## src/rtl/three_axis_biquad_lowpass_unit_defines.svh

```systemverilog
// Assertion macros used by the filter control RTL.
`ifndef THREE_AXIS_BIQUAD_LOWPASS_UNIT_DEFINES_SVH
`define THREE_AXIS_BIQUAD_LOWPASS_UNIT_DEFINES_SVH

// Check a property on every clock edge outside reset.
`define BQL_ASSERT(lbl, prop, msg) \
  lbl: assert property (@(posedge clk) disable iff (!rst_n) (prop)) else $error(msg);

// Check a property in the cycle right after a reset edge.
`define BQL_ASSERT_RST(lbl, prop, msg) \
  lbl: assert property (@(posedge clk) !rst_n |=> (prop)) else $error(msg);

`endif

```

## src/rtl/bql_pkg.sv

```systemverilog
package bql_pkg;

  // Lane count follows the fixed x/y/z ports.
  localparam int LANES      = 3;
  localparam int COEF_W     = 32;
  localparam int FRAC_BITS  = 28;
  localparam int NUM_COEFS  = 5;
  localparam int CFG_IDX_W  = 3;

  // Register indexes on the config port.
  localparam logic [CFG_IDX_W-1:0] CFG_B0 = 3'd0;
  localparam logic [CFG_IDX_W-1:0] CFG_B1 = 3'd1;
  localparam logic [CFG_IDX_W-1:0] CFG_B2 = 3'd2;
  localparam logic [CFG_IDX_W-1:0] CFG_A1 = 3'd3;
  localparam logic [CFG_IDX_W-1:0] CFG_A2 = 3'd4;

  // Unity gain in Q3.28.
  localparam logic [COEF_W-1:0] COEF_ONE  = 32'h1000_0000;
  localparam logic [COEF_W-1:0] COEF_ZERO = 32'h0000_0000;

  typedef struct packed {
    logic [COEF_W-1:0] b0;
    logic [COEF_W-1:0] b1;
    logic [COEF_W-1:0] b2;
    logic [COEF_W-1:0] a1;
    logic [COEF_W-1:0] a2;
  } coef_set_t;

  // Per-cycle pipeline moves, shared by all lanes.
  typedef struct packed {
    logic acc;        // input beat taken into stage A
    logic acc_prime;  // that beat primes the input history
    logic a_adv;      // stage A moves into stage B
    logic b_adv;      // stage B moves into the output stage
    logic b_prime;    // the beat leaving stage B primes the output history
  } bql_step_t;

endpackage

```

## src/rtl/bql_ctrl.sv

```systemverilog
`include "three_axis_biquad_lowpass_unit_defines.svh"

module bql_ctrl
  import bql_pkg::*;
(
  input  logic                 clk,
  input  logic                 rst_n,
  input  logic                 cfg_we,
  input  logic [CFG_IDX_W-1:0] cfg_index,
  input  logic [COEF_W-1:0]    cfg_wdata,
  input  logic                 in_valid,
  output logic                 in_stall,
  output logic                 out_valid,
  input  logic                 out_stall,
  output coef_set_t            coefs,
  output bql_step_t            step
);

  coef_set_t coefs_r;
  logic      primed_r;
  logic      a_valid_r, a_prime_r, b_valid_r, b_prime_r, out_valid_r;
  logic      cfg_hit;
  logic      acc, a_adv, b_adv, out_free;

  // Decode coefficient writes; other indexes are dropped
  always_comb begin
    cfg_hit = 1'b0;
    if (cfg_we) begin
      unique case (cfg_index)
        CFG_B0, CFG_B1, CFG_B2, CFG_A1, CFG_A2: cfg_hit = 1'b1;
        default:                                cfg_hit = 1'b0;
      endcase
    end
  end

  always_ff @(posedge clk) begin
    if (!rst_n) begin
      coefs_r.b0 <= COEF_ONE;
      coefs_r.b1 <= COEF_ZERO;
      coefs_r.b2 <= COEF_ZERO;
      coefs_r.a1 <= COEF_ZERO;
      coefs_r.a2 <= COEF_ZERO;
    end else if (cfg_we) begin
      unique case (cfg_index)
        CFG_B0:  coefs_r.b0 <= cfg_wdata;
        CFG_B1:  coefs_r.b1 <= cfg_wdata;
        CFG_B2:  coefs_r.b2 <= cfg_wdata;
        CFG_A1:  coefs_r.a1 <= cfg_wdata;
        CFG_A2:  coefs_r.a2 <= cfg_wdata;
        default: coefs_r    <= coefs_r;
      endcase
    end
  end

  // Advance the stages back to front
  assign out_free = !out_valid_r || !out_stall;
  assign b_adv    = b_valid_r && out_free;
  assign a_adv    = a_valid_r && (!b_valid_r || b_adv);
  assign in_stall = a_valid_r && !a_adv;
  assign acc      = in_valid && !in_stall;

  always_ff @(posedge clk) begin
    if (!rst_n) begin
      primed_r    <= 1'b0;
      a_valid_r   <= 1'b0;
      a_prime_r   <= 1'b0;
      b_valid_r   <= 1'b0;
      b_prime_r   <= 1'b0;
      out_valid_r <= 1'b0;
    end else begin
      // Any coefficient write forces the next beat to prime again
      if (cfg_hit) begin
        primed_r <= 1'b0;
      end else if (acc) begin
        primed_r <= 1'b1;
      end
      if (acc) begin
        a_prime_r <= !primed_r;
      end
      if (a_adv) begin
        b_prime_r <= a_prime_r;
      end
      a_valid_r   <= acc || (a_valid_r && !a_adv);
      b_valid_r   <= a_adv || (b_valid_r && !b_adv);
      out_valid_r <= b_adv || (out_valid_r && out_stall);
    end
  end

  assign coefs         = coefs_r;
  assign out_valid     = out_valid_r;
  assign step.acc       = acc;
  assign step.acc_prime = !primed_r;
  assign step.a_adv     = a_adv;
  assign step.b_adv     = b_adv;
  assign step.b_prime   = b_prime_r;

  `BQL_ASSERT_RST(a_rst_empty, !a_valid_r && !b_valid_r && !out_valid_r && !primed_r, "pipeline not empty after reset")
  `BQL_ASSERT(a_cfg_unprime, cfg_hit |=> !primed_r, "coefficient write did not clear priming")
  `BQL_ASSERT(a_acc_fills_a, acc |=> a_valid_r, "accepted beat lost at stage A")
  `BQL_ASSERT(a_b_to_out, b_adv |=> out_valid_r, "beat lost between stage B and output")

endmodule

```

## config.mk

```make
export PLATFORM = sky130hd
export DESIGN_NAME = bql_ctrl
export DESIGN_NICKNAME = d
export VERILOG_FILES = /design/src/rtl/bql_pkg.sv /design/src/rtl/bql_ctrl.sv
export VERILOG_INCLUDE_DIRS = /design/src /design/src/rtl
export SDC_FILE = /design/constraint.sdc
export NUM_CORES = 1
export LEC_CHECK = 0
export BUFFER_PORTS_ARGS = -buffer_cell sky130_fd_sc_hd__buf_2
export CAP_MARGIN = 20
export CORE_ASPECT_RATIO = 0.75
export CORE_UTILIZATION = 49
export CTS_CLUSTER_SIZE = 30
export DETAILED_ROUTE_END_ITERATION = 16
export PLACE_DENSITY = 0.79
export SYNTH_ARGS = -nofsm -noshare
export SYNTH_HDL_FRONTEND = slang
export SYNTH_SLANG_ARGS = --single-unit
```

## constraint.sdc

```tcl
create_clock -name clk -period 1.8 [get_ports clk]
set_input_delay 0.18 -clock clk [delete_from_list [all_inputs] [get_ports clk]]
set_output_delay 0.18 -clock clk [all_outputs]
set_load 0.01 [all_outputs]
```

**Word level (Yosys, flattened, before mapping)**

Cells that the tools add are included.

- ROM bits: 0
- Register bits after elaboration: 166
- Memory bits (writable): 0
- Memories kept: 0
- Latch bits: 0
- Word-level logic and storage cells: 44
- Output and inout port bits: 167

- $add $sub $neg: 0
- Shift-type cells: 0
- Bitwise gates (word level): 1
- Divide/modulo/power cells: 0
- Mux-type cells: 2
- Multipliers: 0
- Reductions and logical operators: 26
- Eq/ne operators: 4
- Magnitude comparators: 0

Operator list:

| kind | count |
|---|---|
| $reduce_and A2 Y1 | 5 |
| $logic_not A1 Y1 | 7 |
| $eq A3 B2 Y1 const B | 2 |
| $logic_and A1 B1 Y1 | 6 |
| $logic_or A1 B1 Y1 | 5 |
| $reduce_or A5 Y1 | 1 |
| $eq A3 B1 Y1 const B | 1 |
| $eq A3 B3 Y1 const B | 1 |
| $logic_not A3 Y1 | 1 |
| $mux W1 | 2 |
| $reduce_or A2 Y1 | 1 |
| $not A1 Y1 | 1 |

**Longest topological paths before layout**

Gate-level depths: netlist of the first run.

- Depth after elaboration: 10
- Depth in mapped cells: 6
- Gate-level depth less buffers: 3

**Worst setup path before layout of the first run**

No wires, ideal clock.

- Path type: input-to-reg
- Start: input cfg_index[1]
- End: register coefs_r (netlist bit coefs[156])
- Stages on the path: 6
- Library setup time: 138 ps
- Data arrival time: 1200 ps
- Setup slack: 462 ps
- Cells stage by stage: buf_2 -> or4b_1 -> buf_2 -> buf_6 -> nand2_1 -> nand3_1

- Cells in the longest elaborated chain, start to end: 2

Ends and longest elaborated chain:

| item | line | text |
|---|---|---|
| start, declared | bql_ctrl.sv:9 | `input logic [CFG_IDX_W-1:0] cfg_index,` |
| $logic_not A3 Y1 | bql_ctrl.sv:44 | `unique case (cfg_index)` |
| $reduce_and A2 Y1 (no line) | -- |  |
| end signal, assigned | bql_ctrl.sv:50 | `default: coefs_r <= coefs_r;` |
| end, declared | bql_ctrl.sv:19 | `coef_set_t coefs_r;` |

No other way between the ends.
A chain may end at the register's enable or synchronous reset.

==> impl_results.md, run 1 <==
* Pre-antenna DRT Iters at 5
* Clock slew at reported path FFs at 0.07 ns
* Routed vias at 5,461
* Die footprint at 12,300 µm²
* First-pass GRT wire length at 25,000 µm
* Post-Synthesis Cells at 706
* Critical Path AT at 1.31 ns
* Pin count of the biggest net entering global routing at 65
* Crit path required time at 1.62 ns
* Filler Cells Inserted at 941
* Seq/Total Area, Yosys at 57.4%
* Share of layout cells above drive strength 1 at 28.5%
* Cell Area, Synth at 5790 µm²
* Iter 0 DRT Violations at 424
* I/O Buffers at 206
* Row count at 33
* Final Hold Vio Count at 0
* Final core utilization at 67.4%
* Ant. Diodes at 0
* Placed cells at 1,021
* Worst min-delay path category: input port to register
* Commonest non-fill, non-tap cell in the layout: nand2_1
* PwrDens at 1070 nW/µm²
* Sw frac at 22.7%
* Least-Margin Pin Slew at 0.588 ns
* Peak supply drop at 606 µV
* Die Y at 96.1 µm
* Worst Setup Start Kind: register
* H-tree levels at 4
* Crit path kind: register to primary output
* Post-cts hold buffer count at 1
* CTS Sinks at 166
* CTS tree: yes
* Slowest cell on crit path: dfxtp_1
* Worst path max stage delay at 0.38 ns
* Worst clock skew at 0.00118 ns
* Total gr overflow at 0
* Unrepaired setup endpoints after global routing: false
* Clock power frac at 46.5%
* Yosys reg bits at 166
* Post-synth net total at 746
* Most frequent cells in the layout: nand2_1 (225), buf_2 (205), dfxtp_1 (166)
* CP endpoint kind: primary output
* Clock root buffer: clkbuf_16
* Combinational Power Share at 6.4%
* Final net count at 924
* Status: finished, final reports clean
* Part of the cycle the worst path needs at 83.0%
* CP Max Fanout at 5
* Initial antenna violation count at 0
* WL final at 16,300 µm
* Setup TNS at 0 ns
* Number of library cell types mapped by synthesis at 23
* Io pins at 207
* GP Congestion at 0.850
* Post-DR vias/cell at 5.18
* Cell Chain, Critical Path: nand4_1 -> and2_1 -> buf_2
* NetSw at 0.00183 W
* Relative slew slack at 60.8%
* Setup bufs post-CTS at 0
* Wire per inst at 15.5 µm
* Clock buffer depth at 2
* Final Non-Filler Cells at 1,054
* Final min period at 1.49 ns
* # resized after CTS at 0
* Core box area at 11,200 µm²
* Area grow syn2layout at 30.2%
* FMAX at 669 MHz
* Clock Latency Late Sink at 0.40 ns
* Syn Area/Cell at 8.20 µm²
* Seq pwr share at 47.1%
* GR Util All Layers at 26.7%
* Synth warn at 0
* DRC violations left at 0
* Static Leak at 3.30 nW
* HPWL after detailed placement at 11,100 µm
* Fin. max-slew vios at 0
* Initial Util at 51.7%
* Inserted Clock Buffers at 17
* Die W at 127 µm
* Maxcap violations at 0
* Internal power at 0.00624 W
* Final ANT Viol Nets at 0
* Vias in the first global route at 4,710
* Final setup fails at 0
==> final cells by class <==
class | count | area (µm²) | share of cell area [%]
Sequential cell | 166 | 3320 | 44.1
Multi-Input combinational cell | 473 | 2170 | 28.7
Timing Repair Buffer | 222 | 1220 | 16.2
Clock buffer | 22 | 474 | 6.29
Tap cell | 157 | 196 | 2.61
Clock inverter | 10 | 144 | 1.91
Inverter | 4 | 15.0 | 0.199
==> sequential cells by signal (all words and copies together), names as in the netlist <==
register / flops
coefs: 160
primed_r: 1
a_valid_r: 1
b_valid_r: 1
b_prime_r: 1
a_prime_r: 1
out_valid: 1
==> power by group through the flow <==
| stage | sequential [W] | combinational [W] | clock [W] |
|---|---|---|---|
| 6_report | 0.00380 | 0.000513 | 0.00376 |
| 3_5_place_dp | 0.00388 | 0.000504 | 0 |
| 2_1_floorplan | 0.00392 | 0.000225 | 0 |
| 4_1_cts | 0.00380 | 0.000508 | 0.00380 |
| 3_3_place_gp | 0.00388 | 0.000500 | 0 |
| 5_1_grt | 0.00381 | 0.000557 | 0.00395 |
==> critical path, delay by kind of cell (launching register included) <==
family                 cells  cell delay (ns)
flip-flops                 1             0.38
AND/OR/NAND/NOR            2             0.38
buffers and inverters      1             0.15
==> path summary, 6_finish.rpt <==
check,cells past startpoint,slack (ns),start,endpoint
worst max-delay path,3,0.31,out_valid$_SDFF_PN0_,step[4]
worst min-delay path,3,0.04,cfg_wdata[2],coefs[2]$_SDFFE_PN0P_
worst max register to register,3,0.69,out_valid$_SDFF_PN0_,a_prime_r$_SDFFE_PN0P_
worst min register to register,2,0.45,coefs[67]$_SDFFE_PN0P_,coefs[67]$_SDFFE_PN0P_
==> Yosys cell counts <==
cell         n  area [µm²]
nand2_1    225         845
or4b_1       1        10.0
nor4b_2      1        15.0
o21ai_0     66         330
a21oi_1     99         495
and4bb_2     2        25.0
buf_6        4        45.0
buf_2       12        60.1
clkbuf_1    37         139
a211oi_1     1        7.51
inv_1        3        11.3
nand4b_1     1        8.76
a21boi_0     1        7.51
nand4_1      2        12.5
o21a_1       2        15.0
nor2_1       1        3.75
dfxtp_1    166        3320
nand4bb_1    3        33.8
nand3_1     66         330
inv_2        1        3.75
buf_1        6        22.5
buf_4        4        30.0
and2_1       2        12.5
==> routing by layer <==
layer  vias to the layer above  track usage (%)  wire length, µm  part of all wire [%]
met1                      2531             36.2             7300                    45
met2                       212             42.0             7500                    46
li1                       2700                -                -                     -
met4                         0             7.44              163                   1.0
met3                        18             7.34             1360                   8.3
met5                         -                0                0                     0
==> cell families (layout without fill, tap and decap cells) <==
family          Yosys count  in the layout  synth area share (%)
compound gates          169            169                  14.8
buf+inv                  67            258                  5.38
flops                   166            166                  57.4
simple gates            304            304                  22.4
==> per-stage QoR <==
step,area (µm²),hold slack [ns],setup WS [ns],power [W]
2_1_floorplan,5790,0.304,0.462,0.00414
3_3_place_gp,6910,0.417,0.384,0.00438
3_5_place_dp,6910,0.422,0.356,0.00438
4_1_cts,7540,0.0294,0.310,0.00811
5_1_grt,7540,0.0438,0.244,0.00831
6_report,7540,0.0419,0.306,0.00807
Note: power is estimated with default switching activity, not from simulation.
==> run 2: changes to the inputs <==
==> constraint.sdc (replaced) <==
create_clock -name clk -period 1.45 [get_ports clk]
set_input_delay 0.145 -clock clk [delete_from_list [all_inputs] [get_ports clk]]
set_output_delay 0.145 -clock clk [all_outputs]
set_load 0.01 [all_outputs]
==> impl_results.md, run 2 (synthesis results as in run 1) <==
* Die Y at 96.1 µm (unchanged)
* Placement Cell Area at 7010 µm² (was 6910 µm²)
* Io pins at 207 (unchanged)
* Total gr overflow at 0 (unchanged)
* Unrepaired setup endpoints after global routing: false (unchanged)
* Worst Setup Start Kind: register (unchanged)
* Status: finished, final reports clean (unchanged)
* Crit path required time at 1.31 ns (was 1.62 ns)
* Footprint of the multi-input gates at 2170 µm² (about the same)
* Worst hold path cell count at 3 (unchanged)
* Routed vias at 5,625 (was 5,461)
* Area grow syn2layout at 33.0% (was 30.2%)
* Final net count at 940 (was 924)
* Pre-antenna DRT Iters at 7 (was 5)
* Row count at 33 (unchanged)
* Commonest non-fill, non-tap cell in the layout: nand2_1 (unchanged)
* WHS Endpoint: coefs[159]$_SDFFE_PN0P_ (was coefs[2]$_SDFFE_PN0P_)
* Static Leak at 3.40 nW (was 3.30 nW)
* Post-DR vias/cell at 5.26 (was 5.18)
* Iter 0 DRT Violations at 418 (was 424)
* Reg2Reg Depth at 4 (was 3)
* Crit path kind: register to primary output (unchanged)
* Die footprint at 12,300 µm² (unchanged)
* Wire per inst at 15.7 µm (was 15.5 µm)
* Least-Margin Pin Slew at 0.380 ns (was 0.588 ns)
* CTS tree: yes (unchanged)
* I/O Buffers at 206 (unchanged)
* Final Non-Filler Cells at 1,069 (was 1,054)
* Setup TNS at 0 ns (unchanged)
* Clock buffer depth at 2 (unchanged)
* Relative slew slack at 74.6% (was 60.8%)
* Worst min-delay path category: input port to register (unchanged)
* Final ANT Viol Nets at 0 (unchanged)
* GP Congestion at 0.854 (was 0.850)
* Cell Chain, Critical Path: nand3_1 -> and2_1 -> buf_2 (was nand4_1 -> and2_1 -> buf_2)
* Slowest cell on crit path: dfxtp_2 (was dfxtp_1)
* Worst clock skew at 0.00523 ns (was 0.00118 ns)
* Die W at 127 µm (unchanged)
* Reg-to-reg slack, setup at 0.32 ns (was 0.69 ns)
* Final Hold Vio Count at 0 (unchanged)
* CP endpoint kind: primary output (unchanged)
* Vias in the first global route at 5,034 (was 4,710)
* Clock Latency Late Sink at 0.42 ns (was 0.40 ns)
* Initial Util at 51.7% (unchanged)
* Largest register FFs at 160 (unchanged)
* Critical Path AT at 1.23 ns (was 1.31 ns)
* Most frequent cells in the layout: nand2_1 (225), buf_2 (203), dfxtp_1 (163) (was nand2_1 (225), buf_2 (205), dfxtp_1 (166))
* Worst path max stage delay at 0.35 ns (was 0.38 ns)
* Pin count of the biggest net entering global routing at 65 (unchanged)
* Reg2reg end: a_prime_r$_SDFFE_PN0P_ (unchanged)
* Inserted Clock Buffers at 17 (unchanged)
* Fin. max-slew vios at 0 (unchanged)
* Clock slew at reported path FFs at 0.06 ns (was 0.07 ns)
* DRC violations left at 0 (unchanged)
* HPWL after detailed placement at 11,500 µm (was 11,100 µm)
* PwrDens at 1290 nW/µm² (was 1070 nW/µm²)
* R2r startpoint: b_valid_r$_SDFF_PN0_ (was out_valid$_SDFF_PN0_)
* Initial antenna violation count at 0 (unchanged)
* Ant. Diodes at 0 (unchanged)
* Peak supply drop at 867 µV (was 606 µV)
* Share of layout cells above drive strength 1 at 29.2% (was 28.5%)
* CTS Sinks at 166 (unchanged)
* Critical hold path startpoint: cfg_wdata[31] (was cfg_wdata[2])
* FMAX at 727 MHz
* Placed cells at 1,030 (was 1,021)
* Core box area at 11,200 µm² (unchanged)
* Design area at 7690 µm² (was 7540 µm²)
* First-pass GRT wire length at 26,000 µm (was 25,000 µm)
* GR Util All Layers at 27.8% (was 26.7%)
* Final min period at 1.38 ns
* Part of the cycle the worst path needs at 94.9%
* WL final at 16,800 µm (was 16,300 µm)
* Filler Cells Inserted at 948 (was 941)
* CP Max Fanout at 4 (was 5)
* Final setup fails at 0 (unchanged)
* Maxcap violations at 0 (unchanged)
* H-tree levels at 4 (unchanged)
* Register area at 3330 µm² (was 3320 µm²)
* Clock root buffer: clkbuf_16 (unchanged)
run 2: cell count changes in the layout (fill, tap and decap cells not counted), moves of 2 or more:
cell,change
clkbuf_1,+4
inv_6,-2
buf_4,+8
buf_12,+3
buf_6,+2
dfxtp_1,-3
dfxtp_2,+3
buf_2,-2
dlygate4sd3_1,+4
clkbuf_8,-2
run 2: final cells by class:
class,count,area share [%]
Timing Repair Buffer,238,18.2
Clock buffer,24,6.00
Tap cell,157,2.55
Clock inverter,7,1.59
Inverter,4,0.195
Sequential cell,166,43.2
Multi-Input combinational cell,473,28.2
run 2: worst max path at each step:
| stage | from | to |
|---|---|---|
| after floorplan | cfg_index[1] | coefs[156]$_SDFFE_PN1P_ |
| after global placement | cfg_index[0] | coefs[156]$_SDFFE_PN1P_ |
| after detailed placement | cfg_index[0] | coefs[128]$_SDFFE_PN0P_ |
| after CTS | b_valid_r$_SDFF_PN0_ | step[4] |
| after global routing | b_valid_r$_SDFF_PN0_ | step[4] |
| final | b_valid_r$_SDFF_PN0_ | step[2] |
run 2: where the power goes:
part           switching [W]  internal, W  leakage, nW
Sequential         0.0000548      0.00467         1.35
Clock                0.00176      0.00275        0.275
Combinational       0.000435     0.000254         1.78
run 2: metrics by stage:
step | hold WS (ns) | util, % | setup slack, ns | total power (W)
floorplan | 0.269 | - | 0.147 | 0.00514
global placement | 0.387 | 62.7 | 0.153 | 0.00546
detailed placement | 0.387 | 62.7 | 0.147 | 0.00547
CTS | 0.00103 | 68.5 | 0.00936 | 0.00995
global route | 0.00554 | 68.8 | 0.00334 | 0.0103
finish | 0.0153 | 68.8 | 0.0741 | 0.00992
run 2: worst max-delay path, delay by kind of cell (launching register included):
kind	cells	cell delay (ns)
AND/OR/NAND/NOR	2	0.33
flip-flops	1	0.35
buffers and inverters	1	0.14
run 2: repair_timing:
action / 4_1_cts / 5_1_grt
resized for setup: 2 / 5
endpoints found under the setup margin: 1 / 3
pin swaps: 0 / 2
setup buffers: 0 / 2
hold endpoints to repair: 8 / 0
hold buffers: 6 / 0
run 2: metal layers:
layer | vias up | global-route usage, % | share of wire [%]
met5 | - | 0 | 0
met4 | 0 | 11.5 | 1.9
met3 | 31 | 6.73 | 8.3
met2 | 249 | 43.5 | 45
met1 | 2611 | 36.9 | 44
li1 | 2734 | - | -
==> run 3: changes to the inputs <==
--- a/config.mk
+++ b/config.mk
@@ -8,11 +8,13 @@
 export LEC_CHECK = 0
 export BUFFER_PORTS_ARGS = -buffer_cell sky130_fd_sc_hd__buf_2
 export CAP_MARGIN = 20
+export CELL_PAD_IN_SITES_DETAIL_PLACEMENT = 0
+export CELL_PAD_IN_SITES_GLOBAL_PLACEMENT = 2
 export CORE_ASPECT_RATIO = 0.75
-export CORE_UTILIZATION = 49
+export CORE_UTILIZATION = 27
 export CTS_CLUSTER_SIZE = 30
 export DETAILED_ROUTE_END_ITERATION = 16
-export PLACE_DENSITY = 0.79
+export PLACE_DENSITY_LB_ADDON = 0.2
 export SYNTH_ARGS = -nofsm -noshare
 export SYNTH_HDL_FRONTEND = slang
 export SYNTH_SLANG_ARGS = --single-unit
==> impl_results.md, run 3 (synthesis results as in run 1) <==
* Crit path required time at 1.31 ns (about the same)
* Die Y at 129 µm (was 96.1 µm)
* Crit path kind: register to primary output (unchanged)
* Met3 WL post-DR at 1210 µm (was 1400 µm)
* Initial Util at 28.1% (was 51.7%)
* Status: finished, final reports clean (unchanged)
* Reg2Reg Depth at 4 (unchanged)
* Iter 0 DRT Violations at 379 (was 418)
* Initial antenna violation count at 0 (unchanged)
* Worst Setup Start Kind: register (unchanged)
* Pre-antenna DRT Iters at 4 (was 7)
* Ant. Diodes at 0 (unchanged)
* Die footprint at 22,000 µm² (was 12,300 µm²)
* Static Leak at 3.40 nW (about the same)
* Worst min-delay path category: input port to register (unchanged)
* CTS tree: yes (unchanged)
* Worst hold path cell count at 3 (unchanged)
* CP endpoint kind: primary output (unchanged)
* Clock root buffer: clkbuf_16 (unchanged)
* Pin count of the biggest net entering global routing at 98 (was 65)
* First-pass GRT wire length at 29,400 µm (was 26,000 µm)
* Relative slew slack at 72.2% (was 74.6%)
* Clock buffer depth at 2 (unchanged)
* GP Congestion at 0.785 (was 0.854)
* Final Hold Vio Count at 0 (unchanged)
* Largest register FFs at 160 (unchanged)
* Setup slack after layout at 0.0816 ns (was 0.0741 ns)
* Final min period at 1.37 ns (was 1.38 ns)
* CP Max Fanout at 4 (unchanged)
* Worst clock skew at 0.00384 ns (was 0.00523 ns)
* Row count at 45 (was 33)
* Pre-CTS setup slack at 0.122 ns (was 0.147 ns)
* Most frequent cells in the layout: nand2_1 (225), buf_2 (204), dfxtp_1 (163) (was nand2_1 (225), buf_2 (203), dfxtp_1 (163))
* Part of the cycle the worst path needs at 94.4% (was 94.9%)
* Core box area at 20,600 µm² (was 11,200 µm²)
* Cell Chain, Critical Path: nand4_1 -> and2_4 -> buf_6 (was nand3_1 -> and2_1 -> buf_2)
* Slowest cell on crit path: dfxtp_2 (unchanged)
* Peak supply drop at 531 µV (was 867 µV)
* Inserted Clock Buffers at 17 (unchanged)
* DRT met1 WL at 9700 µm (was 7470 µm)
* Fin. max-slew vios at 0 (unchanged)
* HPWL after detailed placement at 13,600 µm (was 11,500 µm)
* Post-DR vias/cell at 4.58 (was 5.26)
* Final setup fails at 0 (unchanged)
* Clock slew at reported path FFs at 0.07 ns (was 0.06 ns)
* Maxcap violations at 0 (unchanged)
* Io pins at 207 (unchanged)
* Area grow syn2layout at 36.8% (was 33.0%)
* Least-Margin Pin Slew at 0.417 ns (was 0.380 ns)
* DRC violations left at 0 (unchanged)
* PwrDens at 1250 nW/µm² (was 1290 nW/µm²)
* Commonest non-fill, non-tap cell in the layout: nand2_1 (unchanged)
* Routed wl met2 at 8320 µm (was 7640 µm)
* Filler Cells Inserted at 2,192 (was 948)
* WL final at 19,500 µm (was 16,800 µm)
* Vias in the first global route at 5,163 (was 5,034)
* H-tree levels at 4 (unchanged)
* Total gr overflow at 0 (unchanged)
* Critical Path AT at 1.22 ns (was 1.23 ns)
* Share of layout cells above drive strength 1 at 29.3% (was 29.2%)
* Max layer used: met4 (unchanged)
* Die W at 171 µm (was 127 µm)
* Worst path max stage delay at 0.36 ns (was 0.35 ns)
* Unrepaired setup endpoints after global routing: false (unchanged)
* I/O Buffers at 206 (unchanged)
* Final core utilization at 38.4% (was 68.8%)
* GR Util All Layers at 17.9% (was 27.8%)
* FMAX at 731 MHz (was 727 MHz)
* CTS Sinks at 166 (unchanged)
* Clock Latency Late Sink at 0.42 ns (about the same)
* Setup TNS at 0 ns (unchanged)
* Final ANT Viol Nets at 0 (unchanged)
* Wire per inst at 16.3 µm (was 15.7 µm)
* Routed vias at 5,482 (was 5,625)
* Final net count at 942 (was 940)
==> run 3: changes by cell type in the layout (fill, tap and decap cells not counted), moves of 2 or more <==
cell           previous run  this run
clkinv_4                  2         4
buf_4                    19        11
inv_6                     0         4
dlygate4sd3_1             5        15
clkbuf_1                  6         1
nand4bb_1                 2         0
bufinv_16                 3         1
inv_8                     0         2
==> run 3: per-layer routing <==
layer,GRT usage [%],up-vias
li1,-,2734
met1,25.0,2567
met2,26.5,161
met3,5.35,20
met4,5.36,0
met5,0,-
==> run 3: final timing paths <==
check	startpoint	endpoint	slack, ns
worst min-delay path	cfg_wdata[11]	coefs[11]$_SDFFE_PN0P_	0.02
worst min register to register	coefs[17]$_SDFFE_PN0P_	coefs[17]$_SDFFE_PN0P_	0.45
worst max-delay path	b_valid_r$_SDFF_PN0_	step[4]	0.08
worst max register to register	b_valid_r$_SDFF_PN0_	a_valid_r$_SDFF_PN0_	0.08
==> run 3: final cells by class <==
type                       count  area (µm²)  area share, %
tap                          282         353           4.46
clock buffer                  19         443           5.59
clock inverter                13         138           1.74
timing repair buffer         240        1450           18.2
sequential                   166        3330           42.0
inverter                       4        16.3          0.205
multi-input combinational    473        2190           27.7
==> run 3: where the power goes <==
group / switching [W] / total, W / internal [W] / leakage [nW]
clock network: 0.00202 / 0.00449 / 0.00247 / 0.279
logic: 0.000453 / 0.000715 / 0.000262 / 1.78
registers: 0.0000558 / 0.00472 / 0.00466 / 1.35
==> run 3: critical path: cells and delay by family (launching register included) <==
| kind | cells | cell delay, ns |
|---|---|---|
| buffers and inverters | 1 | 0.11 |
| flip-flops | 1 | 0.36 |
| AND/OR/NAND/NOR | 2 | 0.33 |
==> run 3: through the flow <==
step                      std cells  hold slack [ns]  total power [W]  cell area [µm²]
after floorplan                 706            0.269          0.00514             5790
after global placement         1149            0.386          0.00549             7160
after detailed placement       1149            0.404          0.00551             7160
after CTS                      1196          0.00144           0.0101             7900
after global routing           1197          0.00611           0.0104             7920
final                          1197           0.0186          0.00992             7920
==> run 3: what timing repair did <==
item | CTS | global route
hold endpoints to repair | 27 | 0
gates cloned | 0 | 0
gates resized for setup | 4 | 3
setup endpoints to repair | 2 | 2
hold buffers | 15 | 0
pin swaps | 0 | 2
setup buffers | 0 | 1
